File: config.mk
export PLATFORM = sky130hd
export DESIGN_NAME = q2e_isqrt_cell
export DESIGN_NICKNAME = d
export VERILOG_FILES = /design/src/design/q2e_pkg.sv /design/src/design/q2e_isqrt_cell.sv
export SDC_FILE = /design/constraint.sdc
export NUM_CORES = 1
export LEC_CHECK = 0
export ABC_AREA = 1
export BUFFER_PORTS_ARGS = -buffer_cell sky130_fd_sc_hd__buf_2
export CELL_PAD_IN_SITES_DETAIL_PLACEMENT = 0
export CELL_PAD_IN_SITES_GLOBAL_PLACEMENT = 2
export CORE_AREA = 2 2 284 286
export DETAILED_ROUTE_END_ITERATION = 8
export DIE_AREA = 0 0 286 288
export HOLD_SLACK_MARGIN = 0.02
export PLACE_DENSITY = 0.78
export SYNTH_ARGS = -nofsm -noshare
export SYNTH_HDL_FRONTEND = slang
export SYNTH_SLANG_ARGS = --single-unit
File: constraint.sdc
create_clock -name i_clk -period 2.3 [get_ports i_clk]
set_input_delay 0.46 -clock i_clk [delete_from_list [all_inputs] [get_ports i_clk]]
set_output_delay 0.46 -clock i_clk [all_outputs]
set_load 0.03 [all_outputs]
File: src/design/q2e_pkg.sv
// Shared types, widths and constant tables for the quaternion to Euler angle pipeline.
package q2e_pkg;

    localparam int QUAT_WIDTH_DEF   = 16;
    localparam int ANGLE_WIDTH_DEF  = 16;
    localparam int CORDIC_STEPS_DEF = 14;

    localparam int VEC_W    = 38;   // CORDIC vector datapath, Q.28 with headroom
    localparam int ANG_W    = 34;   // CORDIC angle, Q.30
    localparam int SUM_W    = 36;   // doubled sums of Q.28 products
    localparam int S_W      = 30;   // clamped arcsine argument, Q.28
    localparam int SQ_W     = 58;   // square root radicand and partial root
    localparam int SQ_CELLS = 29;   // one cell for each root bit, radicand below 2^57
    localparam int ATAN_LEN = 30;

    localparam logic signed [ANG_W-1:0] HALF_PI_Q30 = 34'sd1686629713;
    localparam logic signed [S_W-1:0]   ONE_Q28     = 30'sd268435456;
    localparam logic signed [S_W-1:0]   ASIN_HI_Q28 = 30'sd268432772;

    typedef struct packed {
        logic signed [VEC_W-1:0] x;
        logic signed [VEC_W-1:0] y;
        logic signed [ANG_W-1:0] z;
        logic                    zero;
    } t_vec;

    typedef struct packed {
        t_vec                  yaw;
        t_vec                  roll;
        logic signed [S_W-1:0] s;
    } t_carry;

    typedef struct packed {
        logic [SQ_W-1:0] v;
        logic [SQ_W-1:0] res;
        t_carry          carry;
    } t_sq;

    // atan(2^-i) scaled by 2^30.
    function automatic logic signed [ANG_W-1:0] f_atan(input int idx);
        logic signed [ANG_W-1:0] a;
        case (idx)
            0:  a = 34'sh03243F6A8;
            1:  a = 34'sh01DAC6705;
            2:  a = 34'sh00FADBAFC;
            3:  a = 34'sh007F56EA6;
            4:  a = 34'sh003FEAB76;
            5:  a = 34'sh001FFD55B;
            6:  a = 34'sh000FFFAAA;
            7:  a = 34'sh0007FFF55;
            8:  a = 34'sh0003FFFEA;
            9:  a = 34'sh0001FFFFD;
            10: a = 34'sh0000FFFFF;
            11: a = 34'sh00007FFFF;
            12: a = 34'sh00003FFFF;
            13: a = 34'sh00001FFFF;
            14: a = 34'sh00000FFFF;
            15: a = 34'sh000007FFF;
            16: a = 34'sh000003FFF;
            17: a = 34'sh000001FFF;
            18: a = 34'sh000000FFF;
            19: a = 34'sh0000007FF;
            20: a = 34'sh0000003FF;
            21: a = 34'sh0000001FF;
            22: a = 34'sh0000000FF;
            23: a = 34'sh00000007F;
            24: a = 34'sh00000003F;
            25: a = 34'sh00000001F;
            26: a = 34'sh00000000F;
            27: a = 34'sh000000008;
            28: a = 34'sh000000004;
            29: a = 34'sh000000002;
            default: a = '0;
        endcase
        return a;
    endfunction

endpackage

File: src/design/q2e_isqrt_cell.sv
// One bit of the pipelined integer square root, carrying the other angle vectors along.
module q2e_isqrt_cell #(
    parameter int K = 0
) (
    input  logic           i_clk,
    input  logic           i_en,
    input  q2e_pkg::t_sq   i_sq,
    output q2e_pkg::t_sq   o_sq
);
    import q2e_pkg::*;

    localparam logic [SQ_W-1:0] BIT = SQ_W'(1) << (2 * (SQ_CELLS - 1 - K));

    logic [SQ_W-1:0] trial;
    t_sq             n_sq;
    t_sq             r_sq;

    always_comb begin
        trial = i_sq.res + BIT;
        n_sq  = i_sq;
        if (i_sq.v >= trial) begin
            n_sq.v   = i_sq.v - trial;
            n_sq.res = (i_sq.res >> 1) + BIT;
        end else begin
            n_sq.res = i_sq.res >> 1;
        end
    end

    always_ff @(posedge i_clk) begin
        if (i_en) begin
            r_sq <= n_sq;
        end
    end

    assign o_sq = r_sq;

endmodule

# Word-level counts from Yosys, hierarchy flattened
# Cells that the tools add are included.
classes:
  addsub: 3
  magnitude_cmp: 1
  mux: 2
ops:
  columns: ["op", "count"]
  rows:
  - ["$add 57x57->58 const B", 1]
  - ["$add 58x57->58 const B", 1]
  - ["$ge 58x58->1", 1]
  - ["$mux 58", 1]
  - ["$sub 58x58->58", 1]
  - ["$mux 57", 1]
totals:
  register_bits: 368
  wordCells: 18

# Logic depth before layout (Yosys ltp)
depth:
  word_depth: 3
  mapped_depth: 16

# Least setup slack after synthesis
# OpenSTA, ideal clock, no wires.
synth_timing:
  kind: "input-to-reg"
  start: "input port i_sq[310] (netlist bit)"
  end: "register r_sq, in the netlist o_sq[351], data pin"
  setup_ns: 0.253
  t_arrival_ns: 2.143
  t_required_ns: 2.047
  setup_slack_ns: -0.096
  cell_stages: 14
  path_cell_list: "inv_1 > ha_1 > inv_1 > fa_1 > nand3_1 > nand3_1 > nand2_1 > nand3_1 > nand2_2 > nand3_2 > buf_8 > buf_12 > nand3_1 > nand2_1"
synth_rtl:
  columns: ["item", "line", "rtl"]
  rows:
  - ["start, declared", "q2e_isqrt_cell.sv:7", "input q2e_pkg::t_sq i_sq,"]
  - ["end signal, assigned", "q2e_isqrt_cell.sv:31", "r_sq <= n_sq;"]
  - ["end, declared", "q2e_isqrt_cell.sv:16", "t_sq r_sq;"]

==> impl_results.md <==
- DR DRC count: 0
- Max frequency: between 400 and 500 MHz
- Final ANT Viol Nets: 0
- GRT Util Overall: 0.231
- Pleak: between 10 and 15 nW
- Power per cell area: just under 800 nW/µm²
- Max cap viols: 0
- Global-route wire length before repair: 131000 µm
- Post-synth top area share: 0.630
- WHS: around 48 ps
- Critical path peak fanout: 22
- Die area: 82400 µm²
- Area Growth Syn to Fin: 58.3%
- Sequential element share of the synthesized area: 0.630
- CTS Root Buffer Type: clkbuf_16
- Dpl hpwl: 83700 µm
- Endpoints failing hold: 0
- Yosys warns: 0
- Synth area leaders: edfxtp_1 63%, nand2_1 13%, inv_1 8.1%, ha_1 4.1%, nor2_1 2.0%
- Max-slew violations: 0
- Status: finished clean
- Largest net degree at the start of global routing: 73
- Hold Crit Class: primary input to register
- Flops & latches, synth: about 370
- Tot Pwr: 21.3 mW
- RSZ-0062 raised after global routing: true
- Std-Cell Rows: 104
- Hold Path Origin: i_sq[21]
- Initial antenna violation count: 55
- Final Wtd Congestion: 0.929
- Netlist cell types: 31
- Buffers on Ports: 737
- DR WL/cell: 24.2 µm
- Crit path DAT: around 2500 ps
- Share of post-route cells with drive strength above 1: 0.384
- Fin crit period: approximately 2200 ps
- CP Capture Type: register
- Synthesized area: 17500 µm²
- Tcrit/Tclk final: 0.956
- Syn_nets: ~2200
- Vias per inst: slightly above 4
- Core area: 79600 µm²
- Finish-stage setup viols: 0
- CP Data Required Time: 2630 ps
- Area leader, netlist: edfxtp_1
- # IOs: about 740
- Post-Synthesis Cells: about 1800
- Clock Sinks: 368
- Clock Tree Buf Depth: 3
- Die Y-Extent: 288 µm
- CP startpoint: i_sq[287]
- Most frequent cell after synthesis: nand2_1
- Synth cell count leaders: 601 x nand2_1, 377 x inv_1, 368 x edfxtp_1, 93 x nor2_1, 63 x nand3_1
- # nets final: about 3400
- Number of H-tree levels: 2
- Slew headroom: 0.719
- First DRT Iteration DRCs: 909
- Clock slew at reported path FFs: 60 ps
- Synth async-reset ratio: 0
- Remaining Overflow, GRT: 0
- CTS tree: done
- Kind of critical path: primary input to register
- Top_reg_cell synth: edfxtp_1
- Mean Syn Cell Area: 9.84 µm²
- Maximum VDD drop: 0.425 mV
- Vias in the first global route: ~17000
- Non-Filler Instances: 4087
- DR pass1 iterations: 5
- Placed cells: 3859
- Worst Setup Start Kind: primary input
- Worst Tran Pin Value: about 420 ps
- Initial Util: 0.220
- Num CTS Buffers: 46
- Number of flip-flops under the largest register name: 368
- Die width: 286 µm
- Via count: 16600
- Number of flops mapped to enable cells by yosys: 368
- Final WL: 98900 µm
-- worst paths after layout --
check        end  depth (start not counted)
min     o_sq[21]                          1
max    o_sq[351]                         15
-- report_power, final --
part / internal, mW / total, mW / switching, mW
sequential: 8.11 / 8.32 / 0.208
clock: 4.48 / 7.61 / 3.13
combinational: 1.85 / 5.41 / 3.56
-- logic make-up (layout without fill, tap and decap cells) --
| family | count (synthesis) | in the layout | share of synthesized area |
|---|---|---|---|
| AOI/OAI and AO/OA | 74 | 74 | 0.0216 |
| xor gates and xnor gates | 30 | 30 | 0.0150 |
| adders and majority gates | 59 | 59 | 0.0425 |
| buffers and inverters | 401 | 1624 | 0.0883 |
| DFF | 368 | 368 | 0.630 |
| other | 0 | 22 | 0 |
| and+or+nand+nor | 850 | 850 | 0.202 |
-- critical path, stage by stage --
cell     delay, ps
buf_2          100
inv_1           50
ha_1           360
nand2_1        110
nand2_1         90
nand2_1         80
nand2_1        110
a21oi_1        200
nand2_1        110
a21oi_2        180
nand3_2        140
buf_12         200
buf_12         160
nand3_1         90
nand2_1         60
-- routing by layer --
| layer | track usage | vias to the layer above | part of all wire |
|---|---|---|---|
| met5 | 0 | - | 0.0015 |
| li1 | - | 8111 | - |
| met1 | 0.269 | 7788 | 0.38 |
| met3 | 0.0899 | 113 | 0.11 |
| met2 | 0.403 | 582 | 0.49 |
| met4 | 0.0458 | 20 | 0.021 |
-- cell type report --
class / instances / area (µm²)
clock buffers: 51 / 1170
inverters: 383 / 1440
diodes: 22 / 55.1
clock inverters: 33 / 375
multi-input cells: 1013 / 5030
flip-flops and latches: 368 / 11100
repair buffers: 1157 / 7320
well taps: 1060 / 1330
fillers: 8483 / 51900
-- stage by stage --
step                      setup WS, ps  area (µm²)  setup TNS (ps)   util
final                              100       27800               0  0.349
after global routing             -18.0       27700           -18.0  0.348
after CTS                         22.6       27600               0  0.347
after detailed placement          -598       24900          -29030  0.312
after global placement            -569       24900          -27050  0.312
after floorplan                  0.886       17500               0      -
-- repair_timing --
| item | 4_1_cts | 5_1_grt |
|---|---|---|
| endpoints found under the hold margin | 122 | 0 |
| buffers inserted | 0 | 0 |
| gates resized for setup | 0 | 23 |
| endpoints found under the setup margin | 0 | 38 |
| hold buffers | 122 | 0 |
-- placed cells by master (no fill, tap or decap), drive strengths merged --
master / Yosys / routed
buf: 15 / 1035
nand2: 604 / 604
inv: 383 / 387
edfxtp: 368 / 368
dlygate4sd3: 0 / 122
nor2: 101 / 101
nand3: 73 / 73
ha: 58 / 58
clkbuf: 3 / 51
nand4: 42 / 42
a21oi: 40 / 40
o21ai: 32 / 32
xor2: 27 / 27
diode: 0 / 22
clkinv: 0 / 20
nor3: 16 / 16
nand3b: 7 / 7
bufinv: 0 / 7
xnor2: 3 / 3
nor4: 2 / 2
and3: 2 / 2
and2: 2 / 2
clkinvlp: 0 / 2
or2: 1 / 1
o21bai: 1 / 1
o211ai: 1 / 1
fa: 1 / 1
Power figures use the tool's default switching activity.
