$ cat src/design/q2e_pkg.sv
// Shared types, widths and constant tables for the quaternion to Euler angle pipeline.
package q2e_pkg;

    localparam int QUAT_WIDTH_DEF   = 16;
    localparam int ANGLE_WIDTH_DEF  = 16;
    localparam int CORDIC_STEPS_DEF = 14;

    localparam int VEC_W    = 38;   // CORDIC vector datapath, Q.28 with headroom
    localparam int ANG_W    = 34;   // CORDIC angle, Q.30
    localparam int SUM_W    = 36;   // doubled sums of Q.28 products
    localparam int S_W      = 30;   // clamped arcsine argument, Q.28
    localparam int SQ_W     = 58;   // square root radicand and partial root
    localparam int SQ_CELLS = 29;   // one cell for each root bit, radicand below 2^57
    localparam int ATAN_LEN = 30;

    localparam logic signed [ANG_W-1:0] HALF_PI_Q30 = 34'sd1686629713;
    localparam logic signed [S_W-1:0]   ONE_Q28     = 30'sd268435456;
    localparam logic signed [S_W-1:0]   ASIN_HI_Q28 = 30'sd268432772;

    typedef struct packed {
        logic signed [VEC_W-1:0] x;
        logic signed [VEC_W-1:0] y;
        logic signed [ANG_W-1:0] z;
        logic                    zero;
    } t_vec;

    typedef struct packed {
        t_vec                  yaw;
        t_vec                  roll;
        logic signed [S_W-1:0] s;
    } t_carry;

    typedef struct packed {
        logic [SQ_W-1:0] v;
        logic [SQ_W-1:0] res;
        t_carry          carry;
    } t_sq;

    // atan(2^-i) scaled by 2^30.
    function automatic logic signed [ANG_W-1:0] f_atan(input int idx);
        logic signed [ANG_W-1:0] a;
        case (idx)
            0:  a = 34'sh03243F6A8;
            1:  a = 34'sh01DAC6705;
            2:  a = 34'sh00FADBAFC;
            3:  a = 34'sh007F56EA6;
            4:  a = 34'sh003FEAB76;
            5:  a = 34'sh001FFD55B;
            6:  a = 34'sh000FFFAAA;
            7:  a = 34'sh0007FFF55;
            8:  a = 34'sh0003FFFEA;
            9:  a = 34'sh0001FFFFD;
            10: a = 34'sh0000FFFFF;
            11: a = 34'sh00007FFFF;
            12: a = 34'sh00003FFFF;
            13: a = 34'sh00001FFFF;
            14: a = 34'sh00000FFFF;
            15: a = 34'sh000007FFF;
            16: a = 34'sh000003FFF;
            17: a = 34'sh000001FFF;
            18: a = 34'sh000000FFF;
            19: a = 34'sh0000007FF;
            20: a = 34'sh0000003FF;
            21: a = 34'sh0000001FF;
            22: a = 34'sh0000000FF;
            23: a = 34'sh00000007F;
            24: a = 34'sh00000003F;
            25: a = 34'sh00000001F;
            26: a = 34'sh00000000F;
            27: a = 34'sh000000008;
            28: a = 34'sh000000004;
            29: a = 34'sh000000002;
            default: a = '0;
        endcase
        return a;
    endfunction

endpackage

$ cat src/design/q2e_cordic_cell.sv
// One vectoring CORDIC micro-rotation with its own shift and arctangent constant.
module q2e_cordic_cell #(
    parameter int IDX = 0
) (
    input  logic          i_clk,
    input  logic          i_en,
    input  q2e_pkg::t_vec i_vec,
    output q2e_pkg::t_vec o_vec
);
    import q2e_pkg::*;

    localparam logic signed [ANG_W-1:0] ATAN = f_atan(IDX);

    logic signed [VEC_W-1:0] x;
    logic signed [VEC_W-1:0] y;
    logic signed [VEC_W-1:0] dx;
    logic signed [VEC_W-1:0] dy;
    t_vec                    n_vec;
    t_vec                    r_vec;

    always_comb begin
        x     = i_vec.x;
        y     = i_vec.y;
        dx    = x >>> IDX;
        dy    = y >>> IDX;
        n_vec = i_vec;
        if (!y[VEC_W-1]) begin
            n_vec.x = x + dy;
            n_vec.y = y - dx;
            n_vec.z = i_vec.z + ATAN;
        end else begin
            n_vec.x = x - dy;
            n_vec.y = y + dx;
            n_vec.z = i_vec.z - ATAN;
        end
    end

    always_ff @(posedge i_clk) begin
        if (i_en) begin
            r_vec <= n_vec;
        end
    end

    assign o_vec = r_vec;

endmodule

$ cat config.mk
export PLATFORM = sky130hd
export DESIGN_NAME = q2e_cordic_cell
export DESIGN_NICKNAME = d
export VERILOG_FILES = /design/src/design/q2e_pkg.sv /design/src/design/q2e_cordic_cell.sv
export SDC_FILE = /design/constraint.sdc
export NUM_CORES = 1
export LEC_CHECK = 0
export BUFFER_PORTS_ARGS = -buffer_cell sky130_fd_sc_hd__buf_2
export CELL_PAD_IN_SITES_DETAIL_PLACEMENT = 1
export CELL_PAD_IN_SITES_GLOBAL_PLACEMENT = 2
export CORE_ASPECT_RATIO = 1.25
export CORE_MARGIN = 8
export CORE_UTILIZATION = 37
export DETAILED_ROUTE_END_ITERATION = 10
export PLACE_DENSITY = 0.94
export SLEW_MARGIN = 20
export SYNTH_ARGS = -nofsm -noshare
export SYNTH_HDL_FRONTEND = slang
export SYNTH_SLANG_ARGS = --single-unit
$ cat constraint.sdc
create_clock -name i_clk -period 6.4 [get_ports i_clk]
set_input_delay 1.6 -clock i_clk [delete_from_list [all_inputs] [get_ports i_clk]]
set_output_delay 1.6 -clock i_clk [all_outputs]
set_load 0.02 [all_outputs]
After elaboration in Yosys (flattened, before gate mapping)
Index checks and enable logic that the tools add are counted.
Widths: inputs -> output; s select.
- flip-flop bits (word level): 111
- output and inout bits: 111
- $add $sub $neg: 5
- multiplexer cells: 1
- operators with widths (kind ; number):
    $mux 110 ; 1
    $sub 38x38->38 ; 2
    $add 38x38->38 ; 1
    $add 34x31->34 const B ; 1
    $sub 34x31->34 const B ; 1

Longest topological paths before layout
- depth after elaboration: 2
- mapped depth: 14
- gate-level depth less buffers: 12

Worst setup path after synthesis
No wires, ideal clock.
- kind: input to register
- start point: input i_vec[72] (netlist name)
- end point: register r_vec, in the netlist o_vec[34], data pin
- library setup time: 260 ps
- arrival: 4644 ps
- data required time: 6140 ps
- slack: 1496 ps
- stages on the path: 14
- cells stage by stage: inv_1 > clkbuf_1 > buf_1 > ha_1 > clkbuf_1 > o21a_1 > o211ai_1 > a311o_1 > a211o_1 > a21oi_1 > a2111o_1 > a31o_1 > a21oi_1 > xnor2_1
- RTL lines (item ; line ; source):
    start: declaration ; q2e_cordic_cell.sv:7 ; input q2e_pkg::t_vec i_vec,
    end signal: assignment ; q2e_cordic_cell.sv:40 ; r_vec <= n_vec;
    end: declaration ; q2e_cordic_cell.sv:19 ; t_vec r_vec;

==> impl_metrics.toml <==
[yosys]
synthesis.nets = 1629
seq_area_frac_synth = 0.277
synth_area_leaders = "edfxtp_1 28%, ha_1 16%, a21oi_1 7.1%, xnor2_1 5.6%, inv_1 3.7%"
synthesis.area_um2 = 11900
synth_edf_count = 110
synth.most_common_cell = "a21oi_1"
ys_seq_elements = 110
synth_top_area_share = 0.277
synth_area_leader_cell = "edfxtp_1"
synthTopCellsByCount = "168 x a21oi_1, 149 x ha_1, 119 x inv_1"
yosysWarnings = 0
synth_ff_type = "edfxtp_1"
syn_avg_cell_area_um2 = 8.74
async_reset_ff_frac = 0
synth_cell_type_count = 95
syn_inst = 1363

[critical_path]
crit_path_top_delay_cell = "inv_2"
cp.arrival_ns = 5.02
path_max_fanout = 37
critPathRequiredTime_ns = 6.53
critPathLaunchType = "primary input"
path_cells = "buf_4, inv_2, ha_1, nor2b_1, o31ai_1, a311o_1, a211o_1, a21oi_1, a2111o_1, a31o_1, a21oi_1, xnor2_1"
max_stage_delay_ns = 0.64
path_delay_family = "compound AO/OA/AOI/OAI gates"
end_kind = "flop"
cp_num_buf_inv = 2
path_class = "in2reg"
crit_top_cell = "a21oi_1"

[placement]
place.gp.congestion = 0.905
hpwlAfterDp_mm = 34.7
io_buffers = 223
dp_cells = 1945

[routing]
firstDrtPassIters = 5
drt_wl_total_mm = 43.2
drc = 0
ant_nets = 0
viasPerCell = 5.75
wl_per_cell_um = 22.0
via_count = 11283
drt-initial-drc-count = 803

[pwr]
p_leak_uw = 0.00604
power_frac_clock = 0.214
p_total_uw = 2860
swShare = 0.407
p_seq_frac = 0.347
internal_power_uw = 1700
p_sw_uw = 1160
powerDensity_nw_per_um2 = 212
ir_worst_vdd_v = 0.000106
pwr-share-comb = 0.438

[cts]
htreeDepth = 3
cts_tree = "yes"
cts_made_buffers = 9
cts_buffer_depth = 2
ctsResizeCount = 0
numClockSinks = 110
holdBufCountCts = 0
post-cts-setup-buffers = 0
clock_tree.root_cell = "clkbuf_16"
cts.clk_slew.worst_paths_ns = 0.08

[die]
num_rows = 73
die_x_um = 177
initial_core_util = 0.375
coreArea_um2 = 31800
io_pins = 224
dieArea_um2 = 38200
fp.dieH_um = 217

[sta]
drv_slew = 0
fin_crit_ns = 4.89
setup_viol = 0
slew_headroom = 0.357
finalCritPeriodShare = 0.764
fmax_mhz = 204
setup_tns_ns = 0
worstMarginPinSlew_ns = 0.965
hold_viol_final = 0
rsz0062_at_grt = "no"

[finish]
nets = 1810
n_fill_cell = 3844
drive_above_1_share = 0.183
syn_to_final_growth_pct = 13.4
largest_reg_flops = 110
final_cell_count_no_fill = 1962

[grt]
grt_pass1_wl_mm = 67.4
grt-ovfl-total = 0
grt_pass1_vias = 12123
grt_start_max_net_pins = 84
antenna_found_initial = 2
grt_use_total = 0.221

[hold_path]
min_path_type = "in2reg"

[status]
status = "complete, no violations"

[flow_run]
drv_cap = 0
==> path summary, 6_finish.rpt <==
check | from | depth (start not counted) | end
max | i_vec[72] | 12 | o_vec[34]
min | i_vec[0] | 1 | o_vec[0]
==> power groups by stage <==
stage               clock network, uW  registers, uW  logic, uW
floorplan                           0           1160        688
global placement                    0           1000       1220
detailed placement                  0           1010       1240
CTS                               620            996       1250
global route                      644           1000       1350
finish                            612            993       1250
==> final cells by class <==
cell class	count	area [um^2]	area share
well taps	412	515	0.0382
diodes	1	2.50	0.000185
inverters	126	473	0.0350
multi-input cells	1071	7780	0.576
clock inverters	7	70.1	0.00519
flip-flops and latches	110	3300	0.244
clock buffers	9	225	0.0167
repair buffers	226	1140	0.0846
==> cells by family (layout without fill, tap and decap cells) <==
logic type               Yosys count  in the layout  synth area share
AO/OA/AOI/OAI                    478            478             0.272
XOR/XNOR                          99             99            0.0728
adder cells (fa/ha/maj)          153            153             0.163
buffers and inverters            182            368            0.0699
flip-flops                       110            110             0.277
multiplexers                      17             17            0.0144
other                              0              1                 0
AND/OR/NAND/NOR                  324            324             0.130
==> metal layers <==
layer,GRT usage,routed length (um)
met5,0,12
met1,0.247,17200
met2,0.404,22200
met3,0.0370,2210
met4,0.0918,1550
==> stage by stage <==
step	setup WS [ns]	hold slack, ns	instance area, um^2	utilization
after CTS	1.53	1.38	13500	0.425
after floorplan	1.50	1.70	11900	-
final	1.51	1.39	13500	0.425
after global routing	1.24	1.38	13500	0.425
after global placement	1.26	1.78	13200	0.416
after detailed placement	1.12	1.78	13200	0.416
==> cells in the final DEF, fill, tap and decap left out, types with 5 or more instances in the layout <==
cell type / synthesis / routed
ha_1: 149 / 149
and3_1: 6 / 6
a21o_1: 45 / 45
nor4_1: 6 / 6
nand2b_1: 19 / 19
o211ai_1: 10 / 10
buf_4: 6 / 5
nor3_1: 32 / 32
nand3_1: 16 / 16
inv_2: 5 / 6
xnor2_1: 76 / 76
inv_1: 119 / 118
edfxtp_1: 110 / 110
nor2_1: 106 / 106
o21ai_0: 72 / 72
o21bai_1: 25 / 25
a211o_1: 6 / 6
or3_1: 7 / 7
o21a_1: 14 / 14
xor2_1: 23 / 23
nor2b_1: 17 / 17
o221ai_1: 5 / 5
a31oi_1: 13 / 13
a21boi_0: 5 / 5
clkbuf_16: 0 / 9
buf_2: 12 / 221
o31ai_1: 18 / 18
nand4_1: 18 / 18
a211oi_1: 18 / 18
nand2_1: 75 / 75
mux2i_1: 16 / 16
a21oi_1: 168 / 168
o21ai_1: 7 / 7
Power figures use the tool's default switching activity.
